File: src/design/dcas_pkg.sv
// Package for the DMA channel address sequencer: item, result, state and
// configuration types, control bit positions and memory map constants.
// No dependencies.
`timescale 1ns / 1ps
package dcas_pkg;

  localparam int unsigned ADDR_W  = 28;
  localparam int unsigned CTRL_W  = 16;
  localparam int unsigned UNITS_W = 17;
  localparam int unsigned CNT_W   = 16;

  // Operation codes carried by an input item
  typedef enum logic [1:0] {
    OP_CTRL_WRITE = 2'd0,
    OP_TRIGGER    = 2'd1,
    OP_STEP       = 2'd2,
    OP_UNUSED     = 2'd3
  } dcas_op_t;

  // Configuration register indexes
  typedef enum logic [1:0] {
    CFG_SOURCE  = 2'd0,
    CFG_DEST    = 2'd1,
    CFG_COUNT   = 2'd2,
    CFG_CHANNEL = 2'd3
  } dcas_cfg_idx_t;

  localparam logic [1:0] CHAN_ZERO  = 2'd0;
  localparam logic [1:0] CHAN_THREE = 2'd3;

  // Control register bit positions
  localparam int unsigned BIT_DMODE_LO = 5;
  localparam int unsigned BIT_SMODE_LO = 7;
  localparam int unsigned BIT_REPEAT   = 9;
  localparam int unsigned BIT_WORD     = 10;
  localparam int unsigned BIT_TIMING_LO = 12;
  localparam int unsigned BIT_IRQ      = 14;
  localparam int unsigned BIT_ENABLE   = 15;

  // Address modes
  localparam logic [1:0] MODE_INC    = 2'd0;
  localparam logic [1:0] MODE_DEC    = 2'd1;
  localparam logic [1:0] MODE_RELOAD = 2'd3;

  // Writable control bits
  localparam logic [CTRL_W-1:0] WMASK_CH3   = 16'hFFE0;
  localparam logic [CTRL_W-1:0] WMASK_OTHER = 16'hF7E0;

  // High half masks for start addresses
  localparam logic [11:0] HI_MASK_NARROW = 12'h7FF;
  localparam logic [11:0] HI_MASK_WIDE   = 12'hFFF;

  // Count masks
  localparam logic [CNT_W-1:0] CNT_MASK_CH3   = 16'hFFFF;
  localparam logic [CNT_W-1:0] CNT_MASK_OTHER = 16'h3FFF;

  // Memory map bounds
  localparam logic [ADDR_W-1:0] XRAM_BASE = 28'h2000000;
  localparam logic [ADDR_W-1:0] ROM_BASE  = 28'h8000000;
  localparam logic [ADDR_W-1:0] SRAM_BASE = 28'hE000000;
  localparam logic [ADDR_W:0]   MEM_TOP   = 29'h10000000;

  localparam logic [ADDR_W-1:0] WORD_ALIGN = ~28'h3;

  typedef struct packed {
    logic [1:0]        operation;
    logic [CTRL_W-1:0] control_data;
    logic [CTRL_W-1:0] control_mask;
    logic [1:0]        trigger_event;
  } dcas_item_t;

  typedef struct packed {
    logic              bus_valid;
    logic [ADDR_W-1:0] read_address;
    logic [ADDR_W-1:0] write_address;
    logic              word_transfer;
    logic              reuse_latch;
    logic              sequential;
    logic              irq_request;
    logic              channel_active;
    logic [CTRL_W-1:0] control_value;
  } dcas_result_t;

  typedef struct packed {
    logic [CTRL_W-1:0]  control_bits;
    logic [ADDR_W-1:0]  source_pointer;
    logic [ADDR_W-1:0]  dest_pointer;
    logic [UNITS_W-1:0] units_left;
    logic               paused_flag;
    logic               starting_flag;
    logic               bad_source_flag;
  } dcas_state_t;

  typedef struct packed {
    logic [ADDR_W-1:0] source_address;
    logic [ADDR_W-1:0] dest_address;
    logic [CNT_W-1:0]  transfer_count;
    logic [1:0]        channel_number;
  } dcas_cfg_t;

endpackage

File: src/design/dcas_in_if.sv
// Input channel interface: valid/ready plus the item fields.
// Depends on dcas_pkg.
`timescale 1ns / 1ps
interface dcas_in_if
  import dcas_pkg::*;
();
  logic              valid;
  logic              ready;
  logic [1:0]        operation;
  logic [CTRL_W-1:0] control_data;
  logic [CTRL_W-1:0] control_mask;
  logic [1:0]        trigger_event;

  modport source (output valid, operation, control_data, control_mask, trigger_event,
                  input ready);
  modport sink (input valid, operation, control_data, control_mask, trigger_event,
                output ready);
endinterface

File: src/design/dcas_out_if.sv
// Result channel interface: valid/ready plus the result fields.
// Depends on dcas_pkg.
`timescale 1ns / 1ps
interface dcas_out_if
  import dcas_pkg::*;
();
  logic              valid;
  logic              ready;
  logic              bus_valid;
  logic [ADDR_W-1:0] read_address;
  logic [ADDR_W-1:0] write_address;
  logic              word_transfer;
  logic              reuse_latch;
  logic              sequential;
  logic              irq_request;
  logic              channel_active;
  logic [CTRL_W-1:0] control_value;

  modport source (output valid, bus_valid, read_address, write_address, word_transfer,
                  reuse_latch, sequential, irq_request, channel_active, control_value,
                  input ready);
  modport sink (input valid, bus_valid, read_address, write_address, word_transfer,
                reuse_latch, sequential, irq_request, channel_active, control_value,
                output ready);
endinterface

File: src/design/dcas_cfg_if.sv
// Configuration write channel interface: valid/ready, register index, data.
// Depends on dcas_pkg.
`timescale 1ns / 1ps
interface dcas_cfg_if
  import dcas_pkg::*;
();
  logic              valid;
  logic              ready;
  logic [1:0]        index;
  logic [ADDR_W-1:0] data;

  modport source (output valid, index, data, input ready);
  modport sink (input valid, index, data, output ready);
endinterface

File: src/design/dcas_cfg_regs.sv
// Configuration register bank: decodes writes and holds the start values.
// Depends on dcas_pkg.
`timescale 1ns / 1ps
module dcas_cfg_regs
  import dcas_pkg::*;
(
  input  logic              clk,
  input  logic              rst_n,
  input  logic              wr_en,
  input  logic [1:0]        wr_index,
  input  logic [ADDR_W-1:0] wr_data,
  output dcas_cfg_t         cfg
);

  dcas_cfg_t cfg_r, cfg_nxt;

  always_comb begin
    cfg_nxt = cfg_r;
    if (wr_en) begin
      case (dcas_cfg_idx_t'(wr_index))
        CFG_SOURCE:  cfg_nxt.source_address = wr_data;
        CFG_DEST:    cfg_nxt.dest_address   = wr_data;
        CFG_COUNT:   cfg_nxt.transfer_count = wr_data[CNT_W-1:0];
        CFG_CHANNEL: cfg_nxt.channel_number = wr_data[1:0];
        default:     cfg_nxt = cfg_r;
      endcase
    end
  end

  always_ff @(posedge clk) begin
    if (!rst_n) begin
      cfg_r <= '0;
    end else begin
      cfg_r <= cfg_nxt;
    end
  end

  assign cfg = cfg_r;

endmodule

File: src/design/dcas_step.sv
// Next-state and result logic for one item: control write, trigger or step.
// Purely combinational. Depends on dcas_pkg.
`timescale 1ns / 1ps
module dcas_step
  import dcas_pkg::*;
(
  input  dcas_item_t   item,
  input  dcas_state_t  st,
  input  dcas_cfg_t    cfg,
  output dcas_state_t  st_nxt,
  output dcas_result_t res
);

  logic              is_ch0, is_ch3;
  logic [11:0]       src_hi, dst_hi;
  logic [ADDR_W-1:0] start_src, start_dst;
  logic [CNT_W-1:0]  cnt_mask, cnt_masked;
  logic [UNITS_W-1:0] reload_units;
  logic [CTRL_W-1:0] wmask, ctrl_wr;
  logic              word_now;
  logic [1:0]        smode, dmode;
  logic [ADDR_W-1:0] stride, sp, dp;
  logic [UNITS_W-1:0] units_dec;
  logic              src_rom;

  always_comb begin
    is_ch0 = (cfg.channel_number == CHAN_ZERO);
    is_ch3 = (cfg.channel_number == CHAN_THREE);
    src_hi = cfg.source_address[ADDR_W-1:16] & (is_ch0 ? HI_MASK_NARROW : HI_MASK_WIDE);
    dst_hi = cfg.dest_address[ADDR_W-1:16] & (is_ch3 ? HI_MASK_WIDE : HI_MASK_NARROW);
    start_src = {src_hi, cfg.source_address[15:0]};
    start_dst = {dst_hi, cfg.dest_address[15:0]};
    cnt_mask   = is_ch3 ? CNT_MASK_CH3 : CNT_MASK_OTHER;
    cnt_masked = cfg.transfer_count & cnt_mask;
    reload_units = (cnt_masked != '0) ? {1'b0, cnt_masked}
                                      : ({1'b0, cnt_mask} + UNITS_W'(1));
    wmask   = (is_ch3 ? WMASK_CH3 : WMASK_OTHER) & item.control_mask;
    ctrl_wr = (st.control_bits & ~wmask) | (item.control_data & wmask);

    word_now  = st.control_bits[BIT_WORD];
    smode     = st.control_bits[BIT_SMODE_LO +: 2];
    dmode     = st.control_bits[BIT_DMODE_LO +: 2];
    stride    = word_now ? ADDR_W'(4) : ADDR_W'(2);
    units_dec = st.units_left - UNITS_W'(1);
    src_rom   = (st.source_pointer >= ROM_BASE) && (st.source_pointer < SRAM_BASE);
    sp = st.source_pointer;
    dp = st.dest_pointer;

    st_nxt = st;
    res    = '0;

    case (dcas_op_t'(item.operation))
      OP_CTRL_WRITE: begin
        st_nxt.control_bits = ctrl_wr;
        // Rising edge of enable latches the start of a run
        if (!st.control_bits[BIT_ENABLE] && ctrl_wr[BIT_ENABLE]) begin
          st_nxt.bad_source_flag = (start_src < XRAM_BASE)
                                || ({1'b0, start_src} >= MEM_TOP)
                                || (is_ch0 && (start_src >= ROM_BASE));
          st_nxt.source_pointer = ctrl_wr[BIT_WORD] ? (start_src & WORD_ALIGN) : start_src;
          st_nxt.dest_pointer   = ctrl_wr[BIT_WORD] ? (start_dst & WORD_ALIGN) : start_dst;
          st_nxt.units_left     = reload_units;
          st_nxt.starting_flag  = 1'b1;
          st_nxt.paused_flag    = (ctrl_wr[BIT_TIMING_LO +: 2] != 2'd0);
        end
      end
      OP_TRIGGER: begin
        if (st.control_bits[BIT_ENABLE]
            && (st.control_bits[BIT_TIMING_LO +: 2] == item.trigger_event)) begin
          st_nxt.paused_flag = 1'b0;
        end
      end
      OP_STEP: begin
        if (st.control_bits[BIT_ENABLE] && !st.paused_flag) begin
          res.bus_valid     = 1'b1;
          res.read_address  = st.source_pointer;
          res.write_address = st.dest_pointer;
          res.word_transfer = word_now;
          res.reuse_latch   = st.bad_source_flag;
          res.sequential    = !st.starting_flag;
          st_nxt.starting_flag = 1'b0;

          // ROM sources always count upwards
          if (src_rom || (smode == MODE_INC)) begin
            sp = st.source_pointer + stride;
          end else if (smode == MODE_DEC) begin
            sp = st.source_pointer - stride;
          end
          if ((dmode == MODE_INC) || (dmode == MODE_RELOAD)) begin
            dp = st.dest_pointer + stride;
          end else if (dmode == MODE_DEC) begin
            dp = st.dest_pointer - stride;
          end
          st_nxt.source_pointer = sp;
          st_nxt.dest_pointer   = dp;
          st_nxt.units_left     = units_dec;

          if (units_dec == '0) begin
            res.irq_request = st.control_bits[BIT_IRQ];
            if (dmode == MODE_RELOAD) begin
              st_nxt.dest_pointer = word_now ? (start_dst & WORD_ALIGN) : start_dst;
            end
            if (st.control_bits[BIT_REPEAT]
                && (st.control_bits[BIT_TIMING_LO +: 2] != 2'd0)) begin
              st_nxt.units_left    = reload_units;
              st_nxt.starting_flag = 1'b1;
              st_nxt.paused_flag   = 1'b1;
            end else begin
              st_nxt.control_bits[BIT_ENABLE] = 1'b0;
            end
          end
        end
      end
      default: begin
        st_nxt = st;
      end
    endcase

    res.channel_active = st_nxt.control_bits[BIT_ENABLE] && !st_nxt.paused_flag;
    res.control_value  = st_nxt.control_bits;
  end

endmodule

File: src/design/dma_channel_address_sequencer.sv
// DMA channel address sequencer, top level. One item a cycle unless the result
// side stalls, with an input register and a result register around the state
// update. Depends on dcas_pkg, the channel interfaces, dcas_cfg_regs and dcas_step.
`timescale 1ns / 1ps
// One DMA channel. Each input item is a control write, a trigger event or a
// transfer step, and gives exactly one result item: the addresses, width,
// sequential flag, latch reuse and irq request of the bus transfer issued
// (all zero when none), plus the channel's active flag and control value
// after the item. An item passes from acceptance through the input register,
// then the state update into the result register, and items follow back to
// back at one a cycle unless the result side stalls; the only loop is the
// channel state register, written in the same cycle as the result register.
// The input side stalls only when the result register is full and not being taken.
// Configuration registers (source, destination, count, channel number) are
// always ready and are applied when the enable bit rises or the count or
// destination is reloaded; write them only while the block is idle.
module dma_channel_address_sequencer
  import dcas_pkg::*;
(
  input  logic      clk,
  input  logic      rst_n,
  dcas_in_if.sink   in_ch,
  dcas_out_if.source out_ch,
  dcas_cfg_if.sink  cfg_ch
);

  dcas_cfg_t    cfg;
  dcas_item_t   item_r;
  logic         in_valid_r;
  dcas_state_t  state_r, state_nxt;
  dcas_result_t res_nxt, res_r;
  logic         out_valid_r;
  logic         fire;      // stage 1 item moves into the result register
  logic         in_take;   // new item accepted into stage 1

  assign cfg_ch.ready = 1'b1;

  dcas_cfg_regs u_cfg (
    .clk      (clk),
    .rst_n    (rst_n),
    .wr_en    (cfg_ch.valid),
    .wr_index (cfg_ch.index),
    .wr_data  (cfg_ch.data),
    .cfg      (cfg)
  );

  dcas_step u_step (
    .item   (item_r),
    .st     (state_r),
    .cfg    (cfg),
    .st_nxt (state_nxt),
    .res    (res_nxt)
  );

  // Result register frees up when empty or being taken this cycle
  assign fire     = in_valid_r && (!out_valid_r || out_ch.ready);
  assign in_ch.ready = !in_valid_r || fire;
  assign in_take  = in_ch.valid && in_ch.ready;

  // Control state
  always_ff @(posedge clk) begin
    if (!rst_n) begin
      in_valid_r  <= 1'b0;
      out_valid_r <= 1'b0;
      state_r     <= '0;
    end else begin
      if (in_ch.ready) begin
        in_valid_r <= in_ch.valid;
      end
      if (fire) begin
        out_valid_r <= 1'b1;
        state_r     <= state_nxt;
      end else if (out_ch.ready) begin
        out_valid_r <= 1'b0;
      end
    end
  end

  // Payload registers
  always_ff @(posedge clk) begin
    if (in_take) begin
      item_r.operation     <= in_ch.operation;
      item_r.control_data  <= in_ch.control_data;
      item_r.control_mask  <= in_ch.control_mask;
      item_r.trigger_event <= in_ch.trigger_event;
    end
    if (fire) begin
      res_r <= res_nxt;
    end
  end

  assign out_ch.valid          = out_valid_r;
  assign out_ch.bus_valid      = res_r.bus_valid;
  assign out_ch.read_address   = res_r.read_address;
  assign out_ch.write_address  = res_r.write_address;
  assign out_ch.word_transfer  = res_r.word_transfer;
  assign out_ch.reuse_latch    = res_r.reuse_latch;
  assign out_ch.sequential     = res_r.sequential;
  assign out_ch.irq_request    = res_r.irq_request;
  assign out_ch.channel_active = res_r.channel_active;
  assign out_ch.control_value  = res_r.control_value;

endmodule
File: src/flat_wrapper.sv
// flat-port wrapper written by rule: the top's interface ports become plain ports
module dma_channel_address_sequencer_flat import dcas_pkg::*;
  (clk, rst_n, in_ch_valid, in_ch_operation, in_ch_control_data, in_ch_control_mask, in_ch_trigger_event, in_ch_ready, out_ch_valid, out_ch_bus_valid, out_ch_read_address, out_ch_write_address, out_ch_word_transfer, out_ch_reuse_latch, out_ch_sequential, out_ch_irq_request, out_ch_channel_active, out_ch_control_value, out_ch_ready, cfg_ch_valid, cfg_ch_index, cfg_ch_data, cfg_ch_ready);
  dcas_in_if in_ch_i ();
  dcas_out_if out_ch_i ();
  dcas_cfg_if cfg_ch_i ();
  input  logic clk;
  input  logic rst_n;
  input wire logic [$bits(in_ch_i.valid)-1:0] in_ch_valid;
  input wire logic [$bits(in_ch_i.operation)-1:0] in_ch_operation;
  input wire logic [$bits(in_ch_i.control_data)-1:0] in_ch_control_data;
  input wire logic [$bits(in_ch_i.control_mask)-1:0] in_ch_control_mask;
  input wire logic [$bits(in_ch_i.trigger_event)-1:0] in_ch_trigger_event;
  output wire logic [$bits(in_ch_i.ready)-1:0] in_ch_ready;
  output wire logic [$bits(out_ch_i.valid)-1:0] out_ch_valid;
  output wire logic [$bits(out_ch_i.bus_valid)-1:0] out_ch_bus_valid;
  output wire logic [$bits(out_ch_i.read_address)-1:0] out_ch_read_address;
  output wire logic [$bits(out_ch_i.write_address)-1:0] out_ch_write_address;
  output wire logic [$bits(out_ch_i.word_transfer)-1:0] out_ch_word_transfer;
  output wire logic [$bits(out_ch_i.reuse_latch)-1:0] out_ch_reuse_latch;
  output wire logic [$bits(out_ch_i.sequential)-1:0] out_ch_sequential;
  output wire logic [$bits(out_ch_i.irq_request)-1:0] out_ch_irq_request;
  output wire logic [$bits(out_ch_i.channel_active)-1:0] out_ch_channel_active;
  output wire logic [$bits(out_ch_i.control_value)-1:0] out_ch_control_value;
  input wire logic [$bits(out_ch_i.ready)-1:0] out_ch_ready;
  input wire logic [$bits(cfg_ch_i.valid)-1:0] cfg_ch_valid;
  input wire logic [$bits(cfg_ch_i.index)-1:0] cfg_ch_index;
  input wire logic [$bits(cfg_ch_i.data)-1:0] cfg_ch_data;
  output wire logic [$bits(cfg_ch_i.ready)-1:0] cfg_ch_ready;
  assign in_ch_i.valid = in_ch_valid;
  assign in_ch_i.operation = in_ch_operation;
  assign in_ch_i.control_data = in_ch_control_data;
  assign in_ch_i.control_mask = in_ch_control_mask;
  assign in_ch_i.trigger_event = in_ch_trigger_event;
  assign in_ch_ready = in_ch_i.ready;
  assign out_ch_valid = out_ch_i.valid;
  assign out_ch_bus_valid = out_ch_i.bus_valid;
  assign out_ch_read_address = out_ch_i.read_address;
  assign out_ch_write_address = out_ch_i.write_address;
  assign out_ch_word_transfer = out_ch_i.word_transfer;
  assign out_ch_reuse_latch = out_ch_i.reuse_latch;
  assign out_ch_sequential = out_ch_i.sequential;
  assign out_ch_irq_request = out_ch_i.irq_request;
  assign out_ch_channel_active = out_ch_i.channel_active;
  assign out_ch_control_value = out_ch_i.control_value;
  assign out_ch_i.ready = out_ch_ready;
  assign cfg_ch_i.valid = cfg_ch_valid;
  assign cfg_ch_i.index = cfg_ch_index;
  assign cfg_ch_i.data = cfg_ch_data;
  assign cfg_ch_ready = cfg_ch_i.ready;
  dma_channel_address_sequencer u_core (.clk(clk), .rst_n(rst_n), .in_ch(in_ch_i), .out_ch(out_ch_i), .cfg_ch(cfg_ch_i));
endmodule
File: config.mk
export PLATFORM = sky130hd
export DESIGN_NAME = dma_channel_address_sequencer_flat
export DESIGN_NICKNAME = d
export VERILOG_FILES = /design/src/design/dcas_pkg.sv /design/src/design/dcas_in_if.sv /design/src/design/dcas_out_if.sv /design/src/design/dcas_cfg_if.sv /design/src/design/dcas_cfg_regs.sv /design/src/design/dcas_step.sv /design/src/design/dma_channel_address_sequencer.sv /design/src/flat_wrapper.sv
export SDC_FILE = /design/constraint.sdc
export NUM_CORES = 1
export LEC_CHECK = 0
export BUFFER_PORTS_ARGS = -buffer_cell sky130_fd_sc_hd__buf_2
export CAP_MARGIN = 20
export CELL_PAD_IN_SITES_DETAIL_PLACEMENT = 1
export CELL_PAD_IN_SITES_GLOBAL_PLACEMENT = 1
export CORE_ASPECT_RATIO = 1.4
export CORE_UTILIZATION = 41
export CTS_CLUSTER_DIAMETER = 30
export CTS_CLUSTER_SIZE = 24
export DETAILED_ROUTE_END_ITERATION = 8
export PLACE_DENSITY = 0.86
export SLEW_MARGIN = 10
export SYNTH_ARGS = -nofsm -noshare
export SYNTH_HDL_FRONTEND = slang
export SYNTH_SLANG_ARGS = --single-unit
export TNS_END_PERCENT = 30
File: constraint.sdc
create_clock -name clk -period 3.7 [get_ports clk]
set_input_delay 0.185 -clock clk [delete_from_list [all_inputs] [get_ports clk]]
set_output_delay 0.185 -clock clk [all_outputs]
set_load 0.01 [all_outputs]
==> reports/metrics.cfg, run 1 <==
[power_and_ir_drop]
power_frac_seq_pct=37.6
p_leak_nw=6.32
vdd_ir_drop_max_uv=334
switchingPower_w=0.00198
p_comb_share_pct=6.0
p_per_area_nw_per_um2=498
swShare_pct=23.7
internal_power_w=0.00637
clkPwrFrac_pct=56.4

[synth]
yosys_register_bits=262
synth_most_common_cell=nand2_1
yosysWarningCount=0
ys_seq_area_share_pct=46.0
synth_top_area_share_pct=24.1
synth_edf_count=99
synthTopCellsByCount=nand2_1, dfxtp_1, a21oi_1, edfxtp_1, clkbuf_1
synthTopCellsByArea=dfxtp_1, edfxtp_1, nand2_1
yosysTopAreaCell=dfxtp_1
async_reset_ff_share_pct=0
ys_types=89
synth_flop_cell=dfxtp_1
syn_area_sq_um=13600
postSynthAreaPerCell_sq_um=8.89
netlist_instances=1524

[clocking]
cts_made_buffers=49
cts.sinks=262
clockBufferDepth=3
htreeDepth=2
cts_tree=built
cts_setup_buffers=0
clk_pin_slew_ns=0.06
clock_latency_ns=0.56
root_buffer=clkbuf_16

[floorplanning]
coreArea_sq_um=32500
start_util_pct=41.7
ioPinCount=152
row_count=78
die_w_um=156
dieArea_sq_um=33800
die_h_um=217

[global_routing]
track_usage_pct=29.3
first_global_vias=13768
grt_first_pass_wirelength_um=76900
grt_overflow=0
antenna_found_initial=3
grt_max_degree=77

[critical_path]
cp_slowest_cell=a2111oi_1
reg2reg_from=u_core.state_r[83]
crit_top_cell=nand2_1
path_buf_inv=0
crit_chain=or2_2, nand2_2, nand2_1, ha_1, a2111oi_1, o31ai_1, or3_1, o22ai_1, a22o_1, nand2_1, a21oi_1
r2r_cells=11
regToRegSetupSlack_ns=0.17
critical_path.top_delay_family=compound AO/OA/AOI/OAI gates
cpPeakStageDelay_ns=0.67
critPathRequiredTime_ns=4.18
cp.depth=11
critPathKind=flop to flop
cp-start-kind=flop
crit_arrival_ns=4.01
reg2reg_to=u_core.state_r[58]
cp-end-kind=flop
worstPathMaxFanout=6

[sta]
whs_ns=0.0736
rsz0062_at_grt=no
worst_slack_ns=0.170
period_needed_ns=3.53
drv_slew=0
max_freq_mhz=283
finalHoldViolations=0
tns_ns=0
worst_slew_margin_rel_pct=33.6
period_share_pct=95.4
skew_ns=0.0324
setup_viol=0
tightest_slew_ns=0.997

[place]
portBuffers=135
pre_cts_slack_ns=0.369
place_area_sq_um=14400
finalWeightedCongestion=0.934
dpl.hpwl_um=31600

[drt]
wirelength_um=49600
vias=13103
antenna_left=0
drc_errors=0
first_pass_iters=5
wl_per_cell_um=22.9
dr.first_iter.drc_count=811
via_per_inst=6.06

[run_status]
status=finished clean

[min_path]
hp-start=cfg_ch_index[0]
whs_path_depth=4
min_to=u_core.u_cfg.cfg[5]
hold_path.class=input port to flop

[layout]
final_nets=1763
final_core_util_pct=51.6
drive_gt1_share_pct=18.5
stdcell_area_sq_um=16800
area_growth_pct=23.8

[run]
max_cap_violations=0

stage by stage:
stage | power [W] | instances
after detailed placement | 0.00362 | 2008
after global placement | 0.00360 | 2007
after CTS | 0.00834 | 2155
after global routing | 0.00855 | 2161
after floorplan | 0.00344 | 1528
final | 0.00835 | 2161
cell type report:
class | instances | area (sq um)
tap | 440 | 551
antenna | 3 | 7.51
inverter | 19 | 72.6
sequential | 262 | 6240
clock buffer | 62 | 1370
clock inverter | 30 | 367
multi-input combinational | 1114 | 6620
timing repair buffer | 231 | 1550
fill | 3704 | 15700
power groups by stage:
stage	clock (W)	combinational, W	sequential, W
6_report	0.00471	0.000499	0.00314
3_3_place_gp	0	0.000415	0.00318
5_1_grt	0.00488	0.000532	0.00314
3_5_place_dp	0	0.000430	0.00319
2_1_floorplan	0	0.000250	0.00319
4_1_cts	0.00472	0.000483	0.00314
cells in the final DEF, fill, tap and decap left out, types with 52 or more instances in the layout:
master,count
a21oi_1,140
and2_1,57
buf_2,135
clkbuf_16,52
dfxtp_1,163
dlygate4sd3_1,55
edfxtp_1,99
nand2_1,246
nor2_1,79
o21ai_0,70
sequential cells by signal (all words and copies together) (netlist names):
signal / cells
u_core.state_r: 87
u_core.out_ch.control_value: 11
u_core.out_ch.channel_active: 1
u_core.out_ch.valid: 1
u_core.u_cfg.cfg: 74
u_core.out_ch.write_address: 28
u_core.out_ch.word_transfer: 1
u_core.out_ch.bus_valid: 1
u_core.out_ch.reuse_latch: 1
u_core.out_ch.sequential: 1
u_core.item_r: 26
u_core.out_ch.read_address: 28
u_core.in_valid_r: 1
u_core.out_ch.irq_request: 1
cells by family after synthesis:
group | synth area share, %
fa+ha+maj | 1.55
xor+xnor | 2.18
flops | 46.0
buf+inv | 5.49
other cells | 0.0554
simple gates | 24.6
mux | 2.00
compound gates | 18.1
routing by layer:
metal	GRT usage [%]	vias up	part of all wire, %
met3	4.48	183	5.0
met1	32.0	6505	37
met5	0	-	0
met2	52.4	517	52
met4	19.2	0	6.1
li1	-	5898	-
worst max-delay path by stage:
stage                             start                 endpoint  slack, ns
CTS                  u_core.state_r[83]       u_core.state_r[58]       0.22
global placement      u_core.state_r[3]       u_core.state_r[47]       0.48
detailed placement   u_core.state_r[83]       u_core.state_r[56]       0.37
finish               u_core.state_r[83]       u_core.state_r[58]       0.17
global route         u_core.state_r[83]       u_core.state_r[58]       0.07
floorplan           u_core.out_ch.valid  u_core.out_ch.bus_valid       0.22
worst min-delay path, stage by stage:
cell     delay, ns
buf_2         0.14
nor2_1        0.12
nand2_1       0.08
a21oi_1       0.05
timing repair:
action | CTS | global route
hold endpoints to repair | 100 | 0
gates resized for setup | 0 | 1
endpoints found under the setup margin | 0 | 1
hold buffers | 55 | 0
(Power assumes the default switching activity.)
==> inputs of run 2 (changes only) <==
CORE_UTILIZATION = 45   (was 41)
PLACE_DENSITY = 0.89   (was 0.86)
clock period = 3.31 ns   (was 3.7 ns; I/O delays follow)
==> run 2 against run 1 <==
  * The run now ends with setup timing left
  * Clock skew up 0.0060 ns
  * Power is 11% higher
  * Cell count is 1.7% lower
  * Critical path depth fell by 2
  * First-iteration DRC count grew 62%
  * Global-route usage increased by 7.9 points
==> reports/metrics.cfg, run 2 (synthesized netlist as in run 1, its figures left out) <==
[layout]
fill_cells=3321  ; was 3704
area_growth_pct=25.0  ; was 23.8%
stdcell_area_sq_um=16900  ; was 16800 sq um
final_common_cell=nand2_1  ; unchanged
drive_gt1_share_pct=20.3  ; was 18.5%
largest_reg_flops=87  ; unchanged
regMostFlops=u_core.state_r  ; unchanged
final_nets=1790  ; was 1763
layout_common_cells=nand2_1, dfxtp_1, a21oi_1, buf_2, edfxtp_1  ; unchanged
fin_cells=2124  ; was 2161

[floorplanning]
die_w_um=149  ; was 156 um
coreArea_sq_um=29400  ; was 32500 sq um
dieArea_sq_um=30800  ; was 33800 sq um
start_util_pct=46.0  ; was 41.7%
die_h_um=207  ; was 217 um
ioPinCount=152  ; unchanged
row_count=74  ; was 78

[clocking]
clockBufferDepth=3  ; unchanged
cts.sinks=262  ; unchanged
root_buffer=clkbuf_16  ; unchanged
cts_setup_buffers=0  ; unchanged
cts_made_buffers=45  ; was 49
cts_tree=built  ; unchanged
clock_latency_ns=0.58  ; was 0.56 ns
htreeDepth=2  ; unchanged
clk_pin_slew_ns=0.06  ; about the same

[place]
pre_cts_slack_ns=0.0760  ; was 0.369 ns
dpl.hpwl_um=32500  ; was 31600 um
place_area_sq_um=14600  ; was 14400 sq um
portBuffers=135  ; unchanged
dp_cells=1980  ; was 2008
finalWeightedCongestion=0.960  ; was 0.934

[sta]
max_freq_mhz=282  ; was 283 MHz
finalHoldViolations=0  ; unchanged
setup_viol=9  ; was 0
period_needed_ns=3.55  ; was 3.53 ns
worst_slack_ns=-0.237  ; was 0.170 ns
period_share_pct=107  ; was 95.4%
rsz0062_at_grt=yes  ; was no
whs_ns=0.0806  ; was 0.0736 ns
worst_slew_margin_rel_pct=25.7  ; was 33.6%
skew_ns=0.0385  ; was 0.0324 ns
tightest_slew_ns=1.11  ; was 0.997 ns
drv_slew=0  ; unchanged

[drt]
wl_per_cell_um=27.3  ; was 22.9 um
antenna_left=0  ; unchanged
wl_met1_um=19900  ; was 18500 um
drc_errors=0  ; unchanged
dr.first_iter.drc_count=1312  ; was 811
first_pass_iters=5  ; unchanged
wirelength_um=58000  ; was 49600 um
via_per_inst=6.66  ; was 6.06
met3_wirelength_um=4560  ; was 2460 um
vias=14152  ; was 13103
top_layer=met4  ; unchanged
dr_wl_met2_um=28100  ; was 25600 um

[run_status]
status=finished with violations  ; was finished clean
failed_checks=setup timing

[critical_path]
crit_chain=buf_4, ha_1, nor4b_1, nand4_1, nor3_2, buf_4, a31o_2, a221oi_1, a211oi_1  ; was or2_2, nand2_2, nand2_1, ha_1, a2111oi_1, o31ai_1, or3_1, o22ai_1, a22o_1, nand2_1, a21oi_1
cp-start-kind=flop  ; unchanged
critPathRequiredTime_ns=3.73  ; was 4.18 ns
cpPeakStageDelay_ns=0.50  ; was 0.67 ns
crit_arrival_ns=3.97  ; was 4.01 ns
critPathKind=flop to flop  ; unchanged
cp_slowest_cell=nor3_2  ; was a2111oi_1
crit_top_cell=buf_4  ; was nand2_1
worstPathMaxFanout=17  ; was 6
cp-end-kind=flop  ; unchanged

[power_and_ir_drop]
vdd_ir_drop_max_uv=644  ; was 334 uV
p_per_area_nw_per_um2=548  ; was 498 nW/um^2
p_leak_nw=6.46  ; was 6.32 nW

[min_path]
hold_path.class=input port to flop  ; unchanged

[global_routing]
antenna_found_initial=3  ; unchanged
grt_overflow=0  ; unchanged
grt_first_pass_wirelength_um=87700  ; was 76900 um
grt_max_degree=87  ; was 77
track_usage_pct=37.2  ; was 29.3%
first_global_vias=14759  ; was 13768

[run]
max_cap_violations=0  ; unchanged

==> run 2: changes by cell type in the layout (fill, tap and decap cells not counted), moves of 3 or more <==
cell / change
o21ai_1: +3
clkinv_2: -6
clkbuf_16: -4
clkinvlp_4: -4
o21ai_0: -3
nor4_1: -3
clkbuf_1: -4
inv_8: +5
buf_4: +28
==> run 2: what timing repair did <==
action / in CTS / in global routing
hold buffers: 55 / 0
endpoints found under the setup margin: 13 / 29
gates resized for setup: 3 / 14
pin swaps: 0 / 0
endpoints found under the hold margin: 95 / 0
==> run 2: final timing paths <==
| kind | start | to | slack, ns | cells after the start |
|---|---|---|---|---|
| setup reg to reg | u_core.state_r[3] | u_core.state_r[3] | -0.24 | 9 |
| hold / removal | cfg_ch_index[0] | u_core.u_cfg.cfg[57] | 0.08 | 4 |
| setup / recovery | u_core.state_r[3] | u_core.state_r[3] | -0.24 | 9 |
| hold reg to reg | u_core.u_cfg.cfg[61] | u_core.u_cfg.cfg[61] | 0.46 | 2 |
==> run 2: metrics by stage <==
stage          total power (W)  util [%]  setup TNS [ns]
5_1_grt                0.00946      57.5          -0.339
4_1_cts                0.00917      57.2               0
2_1_floorplan          0.00384         -               0
6_report               0.00929      57.5          -0.621
3_3_place_gp           0.00403      49.7               0
3_5_place_dp           0.00406      49.7               0
==> run 2: per-layer routing <==
layer | vias to the layer above | global-route usage, %
li1 | 5949 | -
met2 | 919 | 62.9
met3 | 359 | 7.58
met1 | 6925 | 39.9
met4 | 0 | 29.8
met5 | - | 0
==> run 2: power breakdown <==
part / leakage (nW) / switching, W / internal, W / total, W
combinational: 3.39 / 0.000396 / 0.000215 / 0.000612
clock: 0.796 / 0.00195 / 0.00322 / 0.00517
sequential: 2.28 / 0.0000713 / 0.00344 / 0.00351
total: 6.46 / 0.00241 / 0.00688 / 0.00929
==> run 2: layout make-up <==
cell class / count / area [sq um] / share of cell area [%]
diodes: 3 / 7.51 / 0.0443
flip-flops and latches: 262 / 6240 / 36.8
multi-input cells: 1114 / 6680 / 39.4
well taps: 380 / 475 / 2.81
inverters: 19 / 75.1 / 0.443
repair buffers: 262 / 1820 / 10.8
clock inverters: 31 / 407 / 2.40
clock buffers: 53 / 1240 / 7.32
==> run 2: worst max-delay path, delay by kind of cell (launching register included) <==
kind / cells / cell delay [ns]
AO/OA/AOI/OAI: 3 / 1.06
adder cells (fa/ha/maj): 1 / 0.16
buffers and inverters: 2 / 0.45
flip-flops: 1 / 0.40
AND/OR/NAND/NOR: 3 / 1.34
